File: src/rtl/mlteb_pkg.sv
// Types and constants of the line editor buffer.
`default_nettype none

package mlteb_pkg;

   localparam int W_KEY  = 8;
   localparam int W_LINE = 3;
   localparam int W_COL  = 5;
   localparam int W_CHAR = 7;
   localparam int W_CSR_IDX = 2;

   localparam logic CMD_KEY  = 1'b0;
   localparam logic CMD_READ = 1'b1;

   localparam logic [W_KEY-1:0] KEY_PREFIX = 8'd224;
   localparam logic [W_KEY-1:0] KEY_LEFT   = 8'd75;
   localparam logic [W_KEY-1:0] KEY_RIGHT  = 8'd77;
   localparam logic [W_KEY-1:0] KEY_UP     = 8'd72;
   localparam logic [W_KEY-1:0] KEY_DOWN   = 8'd80;
   localparam logic [W_KEY-1:0] KEY_HOME   = 8'd71;
   localparam logic [W_KEY-1:0] KEY_END    = 8'd79;
   localparam logic [W_KEY-1:0] KEY_DEL    = 8'd83;
   localparam logic [W_KEY-1:0] KEY_ENTER  = 8'd13;
   localparam logic [W_KEY-1:0] KEY_BACK   = 8'd8;
   localparam logic [W_KEY-1:0] PRINT_LO   = 8'd32;
   localparam logic [W_KEY-1:0] PRINT_HI   = 8'd126;

   localparam logic [W_CSR_IDX-1:0] CSR_LOWEST_CHAR  = 2'd0;
   localparam logic [W_CSR_IDX-1:0] CSR_HIGHEST_CHAR = 2'd1;

   localparam logic [W_CHAR-1:0] LOWEST_CHAR_RST  = 7'd48;
   localparam logic [W_CHAR-1:0] HIGHEST_CHAR_RST = 7'd122;

   typedef enum logic [3:0] {
      ST_IDLE,
      ST_DECODE,
      ST_READ_WAIT,
      ST_UP_WAIT,
      ST_DOWN_WAIT,
      ST_SHIFT_INS,
      ST_SHIFT_DEL,
      ST_PUT,
      ST_RESULT
   } state_type;

   typedef enum logic [3:0] {
      ACT_NONE,
      ACT_READ,
      ACT_PREFIX,
      ACT_ENTER,
      ACT_LEFT,
      ACT_RIGHT,
      ACT_UP,
      ACT_DOWN,
      ACT_HOME,
      ACT_END,
      ACT_DELETE,
      ACT_BACK,
      ACT_INSERT
   } act_type;

   typedef struct packed {
      logic load;
      logic prefix_set;
      logic prefix_clr;
      logic done_set;
      logic col_dec;
      logic col_inc;
      logic col_zero;
      logic col_end;
      logic rd_issue;
      logic rd_capture;
      logic up_issue;
      logic down_issue;
      logic up_load;
      logic down_load;
      logic del_start;
      logic del_back;
      logic ins_start;
      logic shift_run;
      logic put_char;
      logic rsp_load;
   } ctrl_cmd_type;

   typedef struct packed {
      act_type act;
      logic    pfx_clr;
      logic    shift_busy;
   } dp_stat_type;

endpackage

`default_nettype wire

File: src/rtl/mlteb_req_if.sv
// Input channel of the line editor: key bytes and read commands.
`default_nettype none

interface mlteb_req_if;
   logic                           valid;
   logic                           ready;
   logic                           cmd;
   logic [mlteb_pkg::W_KEY-1:0]    key_byte;
   logic [mlteb_pkg::W_LINE-1:0]   read_line;
   logic [mlteb_pkg::W_COL-1:0]    read_col;

   modport source (output valid, cmd, key_byte, read_line, read_col, input ready);
   modport sink   (input valid, cmd, key_byte, read_line, read_col, output ready);
endinterface

`default_nettype wire

File: src/rtl/mlteb_rsp_if.sv
// Result channel of the line editor.
`default_nettype none

interface mlteb_rsp_if;
   logic                           valid;
   logic                           ready;
   logic [mlteb_pkg::W_KEY-1:0]    read_char;
   logic [mlteb_pkg::W_LINE-1:0]   cursor_line;
   logic [mlteb_pkg::W_COL-1:0]    cursor_col;
   logic [mlteb_pkg::W_COL-1:0]    current_length;
   logic                           finished;

   modport source (output valid, read_char, cursor_line, cursor_col, current_length,
                   finished, input ready);
   modport sink   (input valid, read_char, cursor_line, cursor_col, current_length,
                   finished, output ready);
endinterface

`default_nettype wire

File: src/rtl/mlteb_csr_if.sv
// Register write channel of the line editor.
`default_nettype none

interface mlteb_csr_if;
   logic                              valid;
   logic                              ready;
   logic [mlteb_pkg::W_CSR_IDX-1:0]   index;
   logic [mlteb_pkg::W_CHAR-1:0]      data;

   modport source (output valid, index, data, input ready);
   modport sink   (input valid, index, data, output ready);
endinterface

`default_nettype wire

File: src/rtl/mlteb_ram.sv
// Generic single-write, single-read RAM with registered read data.
`default_nettype none

module mlteb_ram #(
   parameter int WIDTH = 8,
   parameter int DEPTH = 16,
   localparam int AW = (DEPTH > 1) ? $clog2(DEPTH) : 1
) (
   input  wire logic             clock,
   input  wire logic             wr_en,
   input  wire logic [AW-1:0]    wr_addr,
   input  wire logic [WIDTH-1:0] wr_data,
   input  wire logic [AW-1:0]    rd_addr,
   output logic      [WIDTH-1:0] rd_data
);

   logic [WIDTH-1:0] mem_ff [DEPTH];
   logic [WIDTH-1:0] rd_data_ff;

   always_ff @(posedge clock) begin
      if (wr_en) begin
         mem_ff[wr_addr] <= wr_data;
      end
      rd_data_ff <= mem_ff[rd_addr];
   end

   assign rd_data = rd_data_ff;

endmodule

`default_nettype wire

File: src/rtl/mlteb_ctrl.sv
// Sequencer of the line editor: decodes each beat and steps the datapath.
`default_nettype none

module mlteb_ctrl (
   input  wire logic                   clock,
   input  wire logic                   reset,
   input  wire logic                   req_valid,
   output logic                        req_ready,
   output logic                        rsp_valid,
   input  wire logic                   rsp_ready,
   input  wire mlteb_pkg::dp_stat_type stat,
   output mlteb_pkg::ctrl_cmd_type     cmd
);

   mlteb_pkg::state_type state_ff, state_in;
   logic                 rsp_valid_ff, rsp_valid_in;

   always_ff @(posedge clock) begin
      if (reset) begin
         state_ff     <= mlteb_pkg::ST_IDLE;
         rsp_valid_ff <= 1'b0;
      end else begin
         state_ff     <= state_in;
         rsp_valid_ff <= rsp_valid_in;
      end
   end

   always_comb begin
      state_in  = state_ff;
      cmd       = '0;
      req_ready = 1'b0;
      unique case (state_ff)
         mlteb_pkg::ST_IDLE: begin
            req_ready = 1'b1;
            if (req_valid) begin
               cmd.load = 1'b1;
               state_in = mlteb_pkg::ST_DECODE;
            end
         end
         mlteb_pkg::ST_DECODE: begin
            cmd.prefix_clr = stat.pfx_clr;
            state_in       = mlteb_pkg::ST_RESULT;
            unique case (stat.act)
               mlteb_pkg::ACT_NONE: begin
               end
               mlteb_pkg::ACT_READ: begin
                  cmd.rd_issue = 1'b1;
                  state_in     = mlteb_pkg::ST_READ_WAIT;
               end
               mlteb_pkg::ACT_PREFIX: cmd.prefix_set = 1'b1;
               mlteb_pkg::ACT_ENTER:  cmd.done_set   = 1'b1;
               mlteb_pkg::ACT_LEFT:   cmd.col_dec    = 1'b1;
               mlteb_pkg::ACT_RIGHT:  cmd.col_inc    = 1'b1;
               mlteb_pkg::ACT_HOME:   cmd.col_zero   = 1'b1;
               mlteb_pkg::ACT_END:    cmd.col_end    = 1'b1;
               mlteb_pkg::ACT_UP: begin
                  cmd.up_issue = 1'b1;
                  state_in     = mlteb_pkg::ST_UP_WAIT;
               end
               mlteb_pkg::ACT_DOWN: begin
                  cmd.down_issue = 1'b1;
                  state_in       = mlteb_pkg::ST_DOWN_WAIT;
               end
               mlteb_pkg::ACT_DELETE: begin
                  cmd.del_start = 1'b1;
                  state_in      = mlteb_pkg::ST_SHIFT_DEL;
               end
               mlteb_pkg::ACT_BACK: begin
                  cmd.del_start = 1'b1;
                  cmd.del_back  = 1'b1;
                  state_in      = mlteb_pkg::ST_SHIFT_DEL;
               end
               mlteb_pkg::ACT_INSERT: begin
                  cmd.ins_start = 1'b1;
                  state_in      = mlteb_pkg::ST_SHIFT_INS;
               end
               default: begin
               end
            endcase
         end
         mlteb_pkg::ST_READ_WAIT: begin
            cmd.rd_capture = 1'b1;
            state_in       = mlteb_pkg::ST_RESULT;
         end
         mlteb_pkg::ST_UP_WAIT: begin
            cmd.up_load = 1'b1;
            state_in    = mlteb_pkg::ST_RESULT;
         end
         mlteb_pkg::ST_DOWN_WAIT: begin
            cmd.down_load = 1'b1;
            state_in      = mlteb_pkg::ST_RESULT;
         end
         mlteb_pkg::ST_SHIFT_INS: begin
            cmd.shift_run = 1'b1;
            if (!stat.shift_busy) begin
               state_in = mlteb_pkg::ST_PUT;
            end
         end
         mlteb_pkg::ST_SHIFT_DEL: begin
            cmd.shift_run = 1'b1;
            if (!stat.shift_busy) begin
               state_in = mlteb_pkg::ST_RESULT;
            end
         end
         mlteb_pkg::ST_PUT: begin
            cmd.put_char = 1'b1;
            state_in     = mlteb_pkg::ST_RESULT;
         end
         mlteb_pkg::ST_RESULT: begin
            if (!rsp_valid_ff || rsp_ready) begin
               cmd.rsp_load = 1'b1;
               state_in     = mlteb_pkg::ST_IDLE;
            end
         end
         default: state_in = mlteb_pkg::ST_IDLE;
      endcase
   end

   always_comb begin
      priority if (cmd.rsp_load) begin
         rsp_valid_in = 1'b1;
      end else if (rsp_ready) begin
         rsp_valid_in = 1'b0;
      end else begin
         rsp_valid_in = rsp_valid_ff;
      end
   end

   assign rsp_valid = rsp_valid_ff;

endmodule

`default_nettype wire

File: src/rtl/mlteb_dp.sv
// Datapath of the line editor: cursor, line lengths, text RAM and shifter.
`default_nettype none

module mlteb_dp #(
   parameter int LINES          = 6,
   parameter int CHARS_PER_LINE = 20
) (
   input  wire logic                                clock,
   input  wire logic                                reset,
   input  wire mlteb_pkg::ctrl_cmd_type             cmd,
   output mlteb_pkg::dp_stat_type                   stat,
   input  wire logic                                req_cmd,
   input  wire logic [mlteb_pkg::W_KEY-1:0]         req_key_byte,
   input  wire logic [mlteb_pkg::W_LINE-1:0]        req_read_line,
   input  wire logic [mlteb_pkg::W_COL-1:0]         req_read_col,
   input  wire logic                                csr_we,
   input  wire logic [mlteb_pkg::W_CSR_IDX-1:0]     csr_index,
   input  wire logic [mlteb_pkg::W_CHAR-1:0]        csr_data,
   output logic      [mlteb_pkg::W_KEY-1:0]         rsp_read_char,
   output logic      [mlteb_pkg::W_LINE-1:0]        rsp_cursor_line,
   output logic      [mlteb_pkg::W_COL-1:0]         rsp_cursor_col,
   output logic      [mlteb_pkg::W_COL-1:0]         rsp_current_length,
   output logic                                     rsp_finished
);

   localparam int DEPTH = LINES * CHARS_PER_LINE;
   localparam int AW    = (DEPTH > 1) ? $clog2(DEPTH) : 1;
   localparam int RW    = (LINES > 1) ? $clog2(LINES) : 1;
   localparam int CW    = $clog2(CHARS_PER_LINE + 1);
   localparam int CMPW  = (CW > mlteb_pkg::W_COL) ? CW : mlteb_pkg::W_COL;

   // current beat
   logic                            it_cmd_ff, it_cmd_in;
   logic [mlteb_pkg::W_KEY-1:0]     it_key_ff, it_key_in;
   logic [mlteb_pkg::W_LINE-1:0]    it_rl_ff, it_rl_in;
   logic [mlteb_pkg::W_COL-1:0]     it_rc_ff, it_rc_in;

   logic [mlteb_pkg::W_CHAR-1:0]    lo_ff, hi_ff;

   logic                            prefix_ff, prefix_in;
   logic                            done_ff, done_in;
   logic [RW-1:0]                   row_ff, row_in;
   logic [CW-1:0]                   col_ff, col_in;
   logic [CW-1:0]                   cur_len_ff, cur_len_in;
   logic [LINES-1:0]                row_vld_ff, row_vld_in;

   logic                            rd_ok_ff, rd_ok_in;
   logic                            rd_vld_ff, rd_vld_in;
   logic [mlteb_pkg::W_KEY-1:0]     rd_char_ff, rd_char_in;

   logic [CW-1:0]                   sh_src_ff, sh_src_in;
   logic [CW-1:0]                   sh_cnt_ff, sh_cnt_in;
   logic                            sh_ins_ff, sh_ins_in;
   logic                            wb_pend_ff, wb_pend_in;
   logic [CW-1:0]                   wb_col_ff, wb_col_in;

   logic [mlteb_pkg::W_KEY-1:0]     out_char_ff, out_char_in;
   logic [mlteb_pkg::W_LINE-1:0]    out_line_ff, out_line_in;
   logic [mlteb_pkg::W_COL-1:0]     out_col_ff, out_col_in;
   logic [mlteb_pkg::W_COL-1:0]     out_len_ff, out_len_in;
   logic                            out_fin_ff, out_fin_in;

   logic                            txt_we;
   logic [AW-1:0]                   txt_waddr, txt_raddr;
   logic [mlteb_pkg::W_KEY-1:0]     txt_wdata, txt_rdata;
   logic                            len_we;
   logic [RW-1:0]                   len_raddr;
   logic [CW-1:0]                   len_wdata, len_rdata, len_rd;
   logic [AW-1:0]                   row_base;
   logic [CW-1:0]                   del_pos;
   logic                            printable;
   mlteb_pkg::dp_stat_type          stat_d;

   mlteb_ram #(.WIDTH(mlteb_pkg::W_KEY), .DEPTH(DEPTH)) u_text_ram (
      .clock   (clock),
      .wr_en   (txt_we),
      .wr_addr (txt_waddr),
      .wr_data (txt_wdata),
      .rd_addr (txt_raddr),
      .rd_data (txt_rdata)
   );

   mlteb_ram #(.WIDTH(CW), .DEPTH(LINES)) u_len_ram (
      .clock   (clock),
      .wr_en   (len_we),
      .wr_addr (row_ff),
      .wr_data (len_wdata),
      .rd_addr (len_raddr),
      .rd_data (len_rdata)
   );

   assign row_base = AW'(AW'(row_ff) * AW'(CHARS_PER_LINE));
   assign len_rd   = rd_vld_ff ? len_rdata : '0;
   assign printable = (it_key_ff >= mlteb_pkg::PRINT_LO) && (it_key_ff <= mlteb_pkg::PRINT_HI)
                   && (it_key_ff >= {1'b0, lo_ff}) && (it_key_ff <= {1'b0, hi_ff});

   // beat decode against the current editor state
   always_comb begin
      stat_d.act        = mlteb_pkg::ACT_NONE;
      stat_d.pfx_clr    = 1'b0;
      stat_d.shift_busy = (sh_cnt_ff != '0) || wb_pend_ff;
      if (it_cmd_ff == mlteb_pkg::CMD_READ) begin
         stat_d.act = mlteb_pkg::ACT_READ;
      end else if (!done_ff) begin
         if (prefix_ff) begin
            stat_d.pfx_clr = 1'b1;
            unique case (it_key_ff)
               mlteb_pkg::KEY_LEFT:
                  if (col_ff != '0) stat_d.act = mlteb_pkg::ACT_LEFT;
               mlteb_pkg::KEY_RIGHT:
                  if (col_ff < cur_len_ff) stat_d.act = mlteb_pkg::ACT_RIGHT;
               mlteb_pkg::KEY_UP:
                  if (row_ff != '0) stat_d.act = mlteb_pkg::ACT_UP;
               mlteb_pkg::KEY_DOWN:
                  if (row_ff != RW'(LINES - 1)) stat_d.act = mlteb_pkg::ACT_DOWN;
               mlteb_pkg::KEY_HOME: stat_d.act = mlteb_pkg::ACT_HOME;
               mlteb_pkg::KEY_END:  stat_d.act = mlteb_pkg::ACT_END;
               mlteb_pkg::KEY_DEL:
                  if (col_ff < cur_len_ff) stat_d.act = mlteb_pkg::ACT_DELETE;
               default: stat_d.act = mlteb_pkg::ACT_NONE;
            endcase
         end else begin
            priority if (it_key_ff == mlteb_pkg::KEY_PREFIX) begin
               stat_d.act = mlteb_pkg::ACT_PREFIX;
            end else if (it_key_ff == mlteb_pkg::KEY_ENTER) begin
               stat_d.act = mlteb_pkg::ACT_ENTER;
            end else if (it_key_ff == mlteb_pkg::KEY_BACK) begin
               if (col_ff != '0) stat_d.act = mlteb_pkg::ACT_BACK;
            end else if (printable && (cur_len_ff < CW'(CHARS_PER_LINE))) begin
               stat_d.act = mlteb_pkg::ACT_INSERT;
            end else begin
               stat_d.act = mlteb_pkg::ACT_NONE;
            end
         end
      end
   end

   assign stat = stat_d;

   always_comb begin
      it_cmd_in   = it_cmd_ff;
      it_key_in   = it_key_ff;
      it_rl_in    = it_rl_ff;
      it_rc_in    = it_rc_ff;
      prefix_in   = prefix_ff;
      done_in     = done_ff;
      row_in      = row_ff;
      col_in      = col_ff;
      cur_len_in  = cur_len_ff;
      row_vld_in  = row_vld_ff;
      rd_ok_in    = rd_ok_ff;
      rd_char_in  = rd_char_ff;
      sh_src_in   = sh_src_ff;
      sh_cnt_in   = sh_cnt_ff;
      sh_ins_in   = sh_ins_ff;
      wb_pend_in  = 1'b0;
      wb_col_in   = wb_col_ff;
      out_char_in = out_char_ff;
      out_line_in = out_line_ff;
      out_col_in  = out_col_ff;
      out_len_in  = out_len_ff;
      out_fin_in  = out_fin_ff;
      txt_we      = wb_pend_ff;
      txt_waddr   = row_base + AW'(wb_col_ff);
      txt_wdata   = txt_rdata;
      txt_raddr   = row_base + AW'(sh_src_ff);
      len_we      = 1'b0;
      len_wdata   = cur_len_ff;
      len_raddr   = row_ff;
      del_pos     = cmd.del_back ? (col_ff - CW'(1)) : col_ff;

      if (cmd.load) begin
         it_cmd_in  = req_cmd;
         it_key_in  = req_key_byte;
         it_rl_in   = req_read_line;
         it_rc_in   = req_read_col;
         rd_char_in = '0;
      end
      if (cmd.prefix_set) prefix_in = 1'b1;
      if (cmd.prefix_clr) prefix_in = 1'b0;
      if (cmd.done_set)   done_in   = 1'b1;
      if (cmd.col_dec)    col_in    = col_ff - CW'(1);
      if (cmd.col_inc)    col_in    = col_ff + CW'(1);
      if (cmd.col_zero)   col_in    = '0;
      if (cmd.col_end)    col_in    = cur_len_ff;

      if (cmd.rd_issue) begin
         txt_raddr = AW'(AW'(it_rl_ff) * AW'(CHARS_PER_LINE)) + AW'(it_rc_ff);
         len_raddr = RW'(it_rl_ff);
         rd_ok_in  = (int'(it_rl_ff) < LINES) && (int'(it_rc_ff) < CHARS_PER_LINE);
      end
      if (cmd.up_issue)   len_raddr = row_ff - RW'(1);
      if (cmd.down_issue) len_raddr = row_ff + RW'(1);

      if (cmd.rd_capture) begin
         rd_char_in = (rd_ok_ff && (CMPW'(it_rc_ff) < CMPW'(len_rd))) ? txt_rdata : '0;
      end
      if (cmd.up_load) begin
         row_in     = row_ff - RW'(1);
         col_in     = len_rd;
         cur_len_in = len_rd;
      end
      if (cmd.down_load) begin
         row_in     = row_ff + RW'(1);
         col_in     = len_rd;
         cur_len_in = len_rd;
      end

      // delete at del_pos: move columns del_pos+1 .. len-1 one place left
      if (cmd.del_start) begin
         col_in      = del_pos;
         sh_src_in   = del_pos + CW'(1);
         sh_cnt_in   = cur_len_ff - CW'(1) - del_pos;
         sh_ins_in   = 1'b0;
         cur_len_in  = cur_len_ff - CW'(1);
         len_we      = 1'b1;
         len_wdata   = cur_len_ff - CW'(1);
         row_vld_in[row_ff] = 1'b1;
      end
      // insert at col: move columns len-1 down to col one place right
      if (cmd.ins_start) begin
         sh_src_in = cur_len_ff - CW'(1);
         sh_cnt_in = cur_len_ff - col_ff;
         sh_ins_in = 1'b1;
      end
      if (cmd.shift_run && (sh_cnt_ff != '0)) begin
         wb_pend_in = 1'b1;
         wb_col_in  = sh_ins_ff ? (sh_src_ff + CW'(1)) : (sh_src_ff - CW'(1));
         sh_src_in  = sh_ins_ff ? (sh_src_ff - CW'(1)) : (sh_src_ff + CW'(1));
         sh_cnt_in  = sh_cnt_ff - CW'(1);
      end

      if (cmd.put_char) begin
         txt_we     = 1'b1;
         txt_waddr  = row_base + AW'(col_ff);
         txt_wdata  = it_key_ff;
         col_in     = col_ff + CW'(1);
         cur_len_in = cur_len_ff + CW'(1);
         len_we     = 1'b1;
         len_wdata  = cur_len_ff + CW'(1);
         row_vld_in[row_ff] = 1'b1;
      end

      if (cmd.rsp_load) begin
         out_char_in = rd_char_ff;
         out_line_in = mlteb_pkg::W_LINE'(row_ff);
         out_col_in  = mlteb_pkg::W_COL'(col_ff);
         out_len_in  = mlteb_pkg::W_COL'(cur_len_ff);
         out_fin_in  = done_ff;
      end
   end

   assign rd_vld_in = row_vld_ff[len_raddr];

   always_ff @(posedge clock) begin
      if (reset) begin
         lo_ff      <= mlteb_pkg::LOWEST_CHAR_RST;
         hi_ff      <= mlteb_pkg::HIGHEST_CHAR_RST;
         prefix_ff  <= 1'b0;
         done_ff    <= 1'b0;
         row_ff     <= '0;
         col_ff     <= '0;
         cur_len_ff <= '0;
         row_vld_ff <= '0;
         sh_cnt_ff  <= '0;
         wb_pend_ff <= 1'b0;
      end else begin
         if (csr_we && (csr_index == mlteb_pkg::CSR_LOWEST_CHAR)) lo_ff <= csr_data;
         if (csr_we && (csr_index == mlteb_pkg::CSR_HIGHEST_CHAR)) hi_ff <= csr_data;
         prefix_ff  <= prefix_in;
         done_ff    <= done_in;
         row_ff     <= row_in;
         col_ff     <= col_in;
         cur_len_ff <= cur_len_in;
         row_vld_ff <= row_vld_in;
         sh_cnt_ff  <= sh_cnt_in;
         wb_pend_ff <= wb_pend_in;
      end
   end

   always_ff @(posedge clock) begin
      it_cmd_ff   <= it_cmd_in;
      it_key_ff   <= it_key_in;
      it_rl_ff    <= it_rl_in;
      it_rc_ff    <= it_rc_in;
      rd_ok_ff    <= rd_ok_in;
      rd_vld_ff   <= rd_vld_in;
      rd_char_ff  <= rd_char_in;
      sh_src_ff   <= sh_src_in;
      sh_ins_ff   <= sh_ins_in;
      wb_col_ff   <= wb_col_in;
      out_char_ff <= out_char_in;
      out_line_ff <= out_line_in;
      out_col_ff  <= out_col_in;
      out_len_ff  <= out_len_in;
      out_fin_ff  <= out_fin_in;
   end

   assign rsp_read_char      = out_char_ff;
   assign rsp_cursor_line    = out_line_ff;
   assign rsp_cursor_col     = out_col_ff;
   assign rsp_current_length = out_len_ff;
   assign rsp_finished       = out_fin_ff;

endmodule

`default_nettype wire

File: src/rtl/multi_line_text_edit_buffer_unit.sv
// Top level of the multi-line text edit buffer.
`default_nettype none

// Takes one beat at a time on req_bus (a key byte or a read of one stored character) and
// returns exactly one result beat on rsp_bus with the read character and the cursor state.
// Cursor moves, prefix, enter and ignored keys go from decode to the result; reads and
// up/down first wait for the registered RAM read; delete and backspace shift the
// characters after the cursor, and an insertion shifts them and then writes the new
// character. The text RAM moves one character a cycle. A new beat is taken while the
// previous result still waits in the output register; its own result then waits until
// that one has gone. The text RAM is not cleared after reset: columns at or beyond a
// line's length read as 0. Registers are written on csr_bus, which is always ready, and
// should only be written while the block is idle.
module multi_line_text_edit_buffer_unit #(
   parameter int LINES          = 6,
   parameter int CHARS_PER_LINE = 20
) (
   input  wire logic   clock,
   input  wire logic   reset,
   mlteb_req_if.sink   req_bus,
   mlteb_rsp_if.source rsp_bus,
   mlteb_csr_if.sink   csr_bus
);

   mlteb_pkg::ctrl_cmd_type ctrl_cmd;
   mlteb_pkg::dp_stat_type  dp_stat;
   logic                    req_ready;
   logic                    rsp_valid;

   mlteb_ctrl u_ctrl (
      .clock     (clock),
      .reset     (reset),
      .req_valid (req_bus.valid),
      .req_ready (req_ready),
      .rsp_valid (rsp_valid),
      .rsp_ready (rsp_bus.ready),
      .stat      (dp_stat),
      .cmd       (ctrl_cmd)
   );

   mlteb_dp #(.LINES(LINES), .CHARS_PER_LINE(CHARS_PER_LINE)) u_dp (
      .clock              (clock),
      .reset              (reset),
      .cmd                (ctrl_cmd),
      .stat               (dp_stat),
      .req_cmd            (req_bus.cmd),
      .req_key_byte       (req_bus.key_byte),
      .req_read_line      (req_bus.read_line),
      .req_read_col       (req_bus.read_col),
      .csr_we             (csr_bus.valid),
      .csr_index          (csr_bus.index),
      .csr_data           (csr_bus.data),
      .rsp_read_char      (rsp_bus.read_char),
      .rsp_cursor_line    (rsp_bus.cursor_line),
      .rsp_cursor_col     (rsp_bus.cursor_col),
      .rsp_current_length (rsp_bus.current_length),
      .rsp_finished       (rsp_bus.finished)
   );

   assign req_bus.ready = req_ready;
   assign rsp_bus.valid = rsp_valid;
   assign csr_bus.ready = 1'b1;

endmodule

`default_nettype wire

File: src/flat_wrapper.sv
// flat-port wrapper written by rule: the top's interface ports become plain ports
module multi_line_text_edit_buffer_unit_flat 
#(
   parameter int LINES          = 6,
   parameter int CHARS_PER_LINE = 20
)
  (clock, reset, req_bus_valid, req_bus_cmd, req_bus_key_byte, req_bus_read_line, req_bus_read_col, req_bus_ready, rsp_bus_valid, rsp_bus_read_char, rsp_bus_cursor_line, rsp_bus_cursor_col, rsp_bus_current_length, rsp_bus_finished, rsp_bus_ready, csr_bus_valid, csr_bus_index, csr_bus_data, csr_bus_ready);
  mlteb_req_if req_bus_i ();
  mlteb_rsp_if rsp_bus_i ();
  mlteb_csr_if csr_bus_i ();
  input  wire logic clock;
  input  wire logic reset;
  input wire logic [$bits(req_bus_i.valid)-1:0] req_bus_valid;
  input wire logic [$bits(req_bus_i.cmd)-1:0] req_bus_cmd;
  input wire logic [$bits(req_bus_i.key_byte)-1:0] req_bus_key_byte;
  input wire logic [$bits(req_bus_i.read_line)-1:0] req_bus_read_line;
  input wire logic [$bits(req_bus_i.read_col)-1:0] req_bus_read_col;
  output wire logic [$bits(req_bus_i.ready)-1:0] req_bus_ready;
  output wire logic [$bits(rsp_bus_i.valid)-1:0] rsp_bus_valid;
  output wire logic [$bits(rsp_bus_i.read_char)-1:0] rsp_bus_read_char;
  output wire logic [$bits(rsp_bus_i.cursor_line)-1:0] rsp_bus_cursor_line;
  output wire logic [$bits(rsp_bus_i.cursor_col)-1:0] rsp_bus_cursor_col;
  output wire logic [$bits(rsp_bus_i.current_length)-1:0] rsp_bus_current_length;
  output wire logic [$bits(rsp_bus_i.finished)-1:0] rsp_bus_finished;
  input wire logic [$bits(rsp_bus_i.ready)-1:0] rsp_bus_ready;
  input wire logic [$bits(csr_bus_i.valid)-1:0] csr_bus_valid;
  input wire logic [$bits(csr_bus_i.index)-1:0] csr_bus_index;
  input wire logic [$bits(csr_bus_i.data)-1:0] csr_bus_data;
  output wire logic [$bits(csr_bus_i.ready)-1:0] csr_bus_ready;
  assign req_bus_i.valid = req_bus_valid;
  assign req_bus_i.cmd = req_bus_cmd;
  assign req_bus_i.key_byte = req_bus_key_byte;
  assign req_bus_i.read_line = req_bus_read_line;
  assign req_bus_i.read_col = req_bus_read_col;
  assign req_bus_ready = req_bus_i.ready;
  assign rsp_bus_valid = rsp_bus_i.valid;
  assign rsp_bus_read_char = rsp_bus_i.read_char;
  assign rsp_bus_cursor_line = rsp_bus_i.cursor_line;
  assign rsp_bus_cursor_col = rsp_bus_i.cursor_col;
  assign rsp_bus_current_length = rsp_bus_i.current_length;
  assign rsp_bus_finished = rsp_bus_i.finished;
  assign rsp_bus_i.ready = rsp_bus_ready;
  assign csr_bus_i.valid = csr_bus_valid;
  assign csr_bus_i.index = csr_bus_index;
  assign csr_bus_i.data = csr_bus_data;
  assign csr_bus_ready = csr_bus_i.ready;
  multi_line_text_edit_buffer_unit #(.LINES(LINES), .CHARS_PER_LINE(CHARS_PER_LINE)) u_core (.clock(clock), .reset(reset), .req_bus(req_bus_i), .rsp_bus(rsp_bus_i), .csr_bus(csr_bus_i));
endmodule
File: config.mk
export PLATFORM = sky130hd
export DESIGN_NAME = multi_line_text_edit_buffer_unit_flat
export DESIGN_NICKNAME = d
export VERILOG_FILES = /design/src/rtl/mlteb_pkg.sv /design/src/rtl/mlteb_req_if.sv /design/src/rtl/mlteb_rsp_if.sv /design/src/rtl/mlteb_csr_if.sv /design/src/rtl/mlteb_ram.sv /design/src/rtl/mlteb_ctrl.sv /design/src/rtl/mlteb_dp.sv /design/src/rtl/multi_line_text_edit_buffer_unit.sv /design/src/flat_wrapper.sv
export SDC_FILE = /design/constraint.sdc
export NUM_CORES = 2
export LEC_CHECK = 0
export BUFFER_PORTS_ARGS = -buffer_cell sky130_fd_sc_hd__buf_4
export CORE_MARGIN = 4
export CORE_UTILIZATION = 55
export DETAILED_ROUTE_END_ITERATION = 10
export GPL_ROUTABILITY_DRIVEN = 0
export GPL_TIMING_DRIVEN = 0
export PLACE_DENSITY = 0.71
export SLEW_MARGIN = 20
export SYNTH_ARGS = -nofsm -noshare
export SYNTH_HDL_FRONTEND = slang
export SYNTH_SLANG_ARGS = --single-unit
export TNS_END_PERCENT = 5
File: constraint.sdc
create_clock -name clock -period 8.05 [get_ports clock]
set_input_delay 1.2075 -clock clock [delete_from_list [all_inputs] [get_ports clock]]
set_output_delay 1.2075 -clock clock [all_outputs]
set_load 0.01 [all_outputs]
==> flow_metrics.tcl <==
set metrics [dict create \
    synthTopCellsByCount "edfxtp_1 (1048), nand2_1 (619), mux2i_1 (262)" \
    coreArea_sq_um 83950 \
    synth_simple_gate_area_frac 0.1202 \
    clk_path_buf_depth 3 \
    r2r_cells 17 \
    crit_path_max_fanout 10 \
    grt_pass1_wl_um 191600 \
    pin_count 56 \
    dp_hpwl_um 90010 \
    cell_internal_pwr_mw 10.11 \
    grtUsageTotal 0.2900 \
    finalNonFillerCells 4849 \
    cap_violations 0 \
    cts_root_buffer "clkbuf_16" \
    cp.arrival_ps 7260 \
    power_mw 13.67 \
    cts_setup_buffers 0 \
    antenna_found_initial 6 \
    finalNetCount 3711 \
    portBuffers 53 \
    async_reset_ff_frac 0 \
    ys_warn_count 0 \
    syn_avg_cell_area_sq_um 13.59 \
    area_growth_pct 12.68 \
    synthMuxAreaShare 0.06293 \
    hold_viol_final 0 \
    synth_seq_cells 1109 \
    clk_pin_slew_ps 70 \
    final_layout_size_suffix_gt1_frac 0.1096 \
    clkSinkCount 1109 \
    status "finished clean" \
    wire_per_inst_um 27.32 \
    num_vias 30841 \
    drt.antenna.violating_nets 0 \
    cts_buffers 110 \
    synth_area_leaders "edfxtp_1 (67%), mux2i_1 (5.6%), nand2_1 (5.0%)" \
    die_h_um 299.5 \
    p_sw_mw 3.559 \
    cts_tree "done" \
    initial_core_util 0.5568 \
    hold_class "flop to flop" \
    synth.largest_area_cell "edfxtp_1" \
    whs_ps 420.7 \
    synthesis.area_sq_um 46740 \
    p_sw_frac 0.2603 \
    drtPass1Iterations 6 \
    synth_xor_area_frac 0.009743 \
    ys.flop_type "edfxtp_1" \
    synth_top_family_by_area "simple AND/OR/NAND/NOR gates" \
    die_w_um 299.5 \
    vias_per_cell 6.360 \
    drc 0 \
    p_per_area_nw_per_um2 259.6 \
    dieArea_sq_um 89720 \
    antenna_cells 0 \
    tightest_slew_ps 1386 \
    critPathLaunchType "flop" \
    synth_compound_area_frac 0.06908 \
    grt_pass1_vias 29273 \
    rows 106 \
    seqPwrFrac 0.502 \
    combPwrFrac 0.130 \
    p_leak_nw 18.19 \
    synthAdderAreaFrac 0.01536 \
    post_cts_resized 0 \
    synth_cell_types 96 \
    holdPathStages 0 \
    synth_top_area_share 0.6732 \
    finalCriticalPeriod_ps 6735 \
    htreeDepth 3 \
    synth-edff-count 1048 \
    finish.utilization 0.6274 \
    clockPowerShare 0.368 \
    holdBufCountCts 0 \
    finalCritPeriodShare 0.8367 \
    drt_iter0_markers 4854 \
    rsz0062_at_grt "false" \
    synthCells 3439 \
    overflow 0 \
    path_class "flop to flop" \
    seq_area_frac_synth 0.6994 \
    clk_latency_ps 700 \
    routed_wl_um 132500 \
    numPlacedInstances 4647 \
    cp-end-kind "flop" \
    grt_max_degree 81 \
    cp.required_ps 8570 \
    fmax_mhz 148.5 \
    slew_headroom 0.07603 \
    fin_worst_skew_ps 23.55 \
    setup_viol 0 \
    slew_viol_final 0 \
    ir_drop_mv 0.2293 \
    yosysMostFrequentCell "edfxtp_1" \
    syn_nets 3525 \
]
## logic make-up (layout without fill, tap and decap cells)
family	after synthesis	after routing
AOI/OAI and AO/OA	455	455
xor gates and xnor gates	52	52
adders and majority gates	55	55
buffers and inverters	236	512
DFF	1109	1109
muxes	284	284
other	1	1
and+or+nand+nor	1247	1247
## worst max-delay path, cell delays in order (launching register included)
cell and delay, ps:
dfxtp_1 650, inv_1 290, ha_1 370, nor2b_1 150
o31ai_2 350, a211oi_1 240, o311a_1 390, buf_2 200
nor3_1 240, nand3_1 150, nand2_1 250, buf_2 330
clkbuf_1 770, nand2_1 550, o221ai_1 470, a31oi_1 240
a32oi_1 390, nor4b_2 520
## cells in the final DEF, fill, tap and decap left out, drive strengths merged, types with 52 or more instances in the layout
| cell type | netlist | layout |
|---|---|---|
| mux2i | 263 | 263 |
| nand3 | 219 | 219 |
| edfxtp | 1048 | 1048 |
| dfxtp | 61 | 61 |
| clkbuf | 97 | 231 |
| nor2 | 216 | 216 |
| a21oi | 90 | 90 |
| nand2 | 620 | 620 |
| clkinv | 1 | 52 |
| a31oi | 68 | 68 |
| buf | 96 | 169 |
## per-layer routing
metal / track usage / up-vias / share of wire
li1: - / 13362 / -
met1: 0.3839 / 15037 / 0.37
met2: 0.4513 / 2033 / 0.46
met3: 0.08054 / 405 / 0.12
met4: 0.1305 / 4 / 0.053
met5: 0 / - / 0.00022
## sequential cells by signal, summed over array words and instances, names as in the netlist, 4 cells and up
register                        count
u_core.u_dp.cur_len_ff              5
u_core.u_dp.rd_char_ff              8
u_core.u_dp.sh_cnt_ff               5
u_core.u_dp.lo_ff                   7
u_core.u_dp.u_len_ram.mem_ff       30
u_core.u_ctrl.state_ff              4
u_core.u_dp.rsp_current_length      5
u_core.u_dp.rsp_read_char           8
u_core.u_dp.hi_ff                   7
u_core.u_dp.u_text_ram.rd_data      8
u_core.u_dp.row_vld_ff              6
u_core.u_dp.it_key_ff               8
u_core.u_dp.rsp_cursor_col          5
u_core.u_dp.it_rc_ff                5
u_core.u_dp.u_len_ram.rd_data       5
u_core.u_dp.wb_col_ff               5
u_core.u_dp.u_text_ram.mem_ff     960
u_core.u_dp.col_ff                  5
u_core.u_dp.sh_src_ff               5
## final cells by class
cell class	instances	area, sq um
fillers	6209	31280
plain buffers	193	930.9
multi-input cells	2094	13090
flip-flops and latches	1109	32690
repair buffers	74	863.3
well taps	1134	1419
clock buffers	133	2879
clock inverters	69	633.1
inverters	43	163.9
## power groups by stage
stage               Sequential (mW)  Clock, mW  Combinational (mW)
floorplan                      7.06          0               0.847
global placement               7.21          0                1.49
detailed placement             6.98          0                1.73
CTS                            6.86       5.05                1.73
global route                   6.86       5.30                1.85
finish                         6.86       5.04                1.78
## stage by stage
stage	setup TNS, ps	instance area (sq um)	setup WS (ps)
floorplan	0	46740	629.8
finish	0	52670	1315
global route	0	52670	1341
CTS	0	52650	1446
detailed placement	0	49140	1467
global placement	-873630	48560	-7294
## final timing paths
check                            start                                end  slack [ps]
max              u_core.u_dp.col_ff[1]  u_core.u_dp.u_text_ram.rd_data[4]        1310
min          u_core.u_dp.rd_char_ff[7]       u_core.u_dp.rsp_read_char[7]         420
max reg2reg      u_core.u_dp.col_ff[1]  u_core.u_dp.u_text_ram.rd_data[4]        1310
min reg2reg  u_core.u_dp.rd_char_ff[7]       u_core.u_dp.rsp_read_char[7]         420
Power figures use the tool's default switching activity.
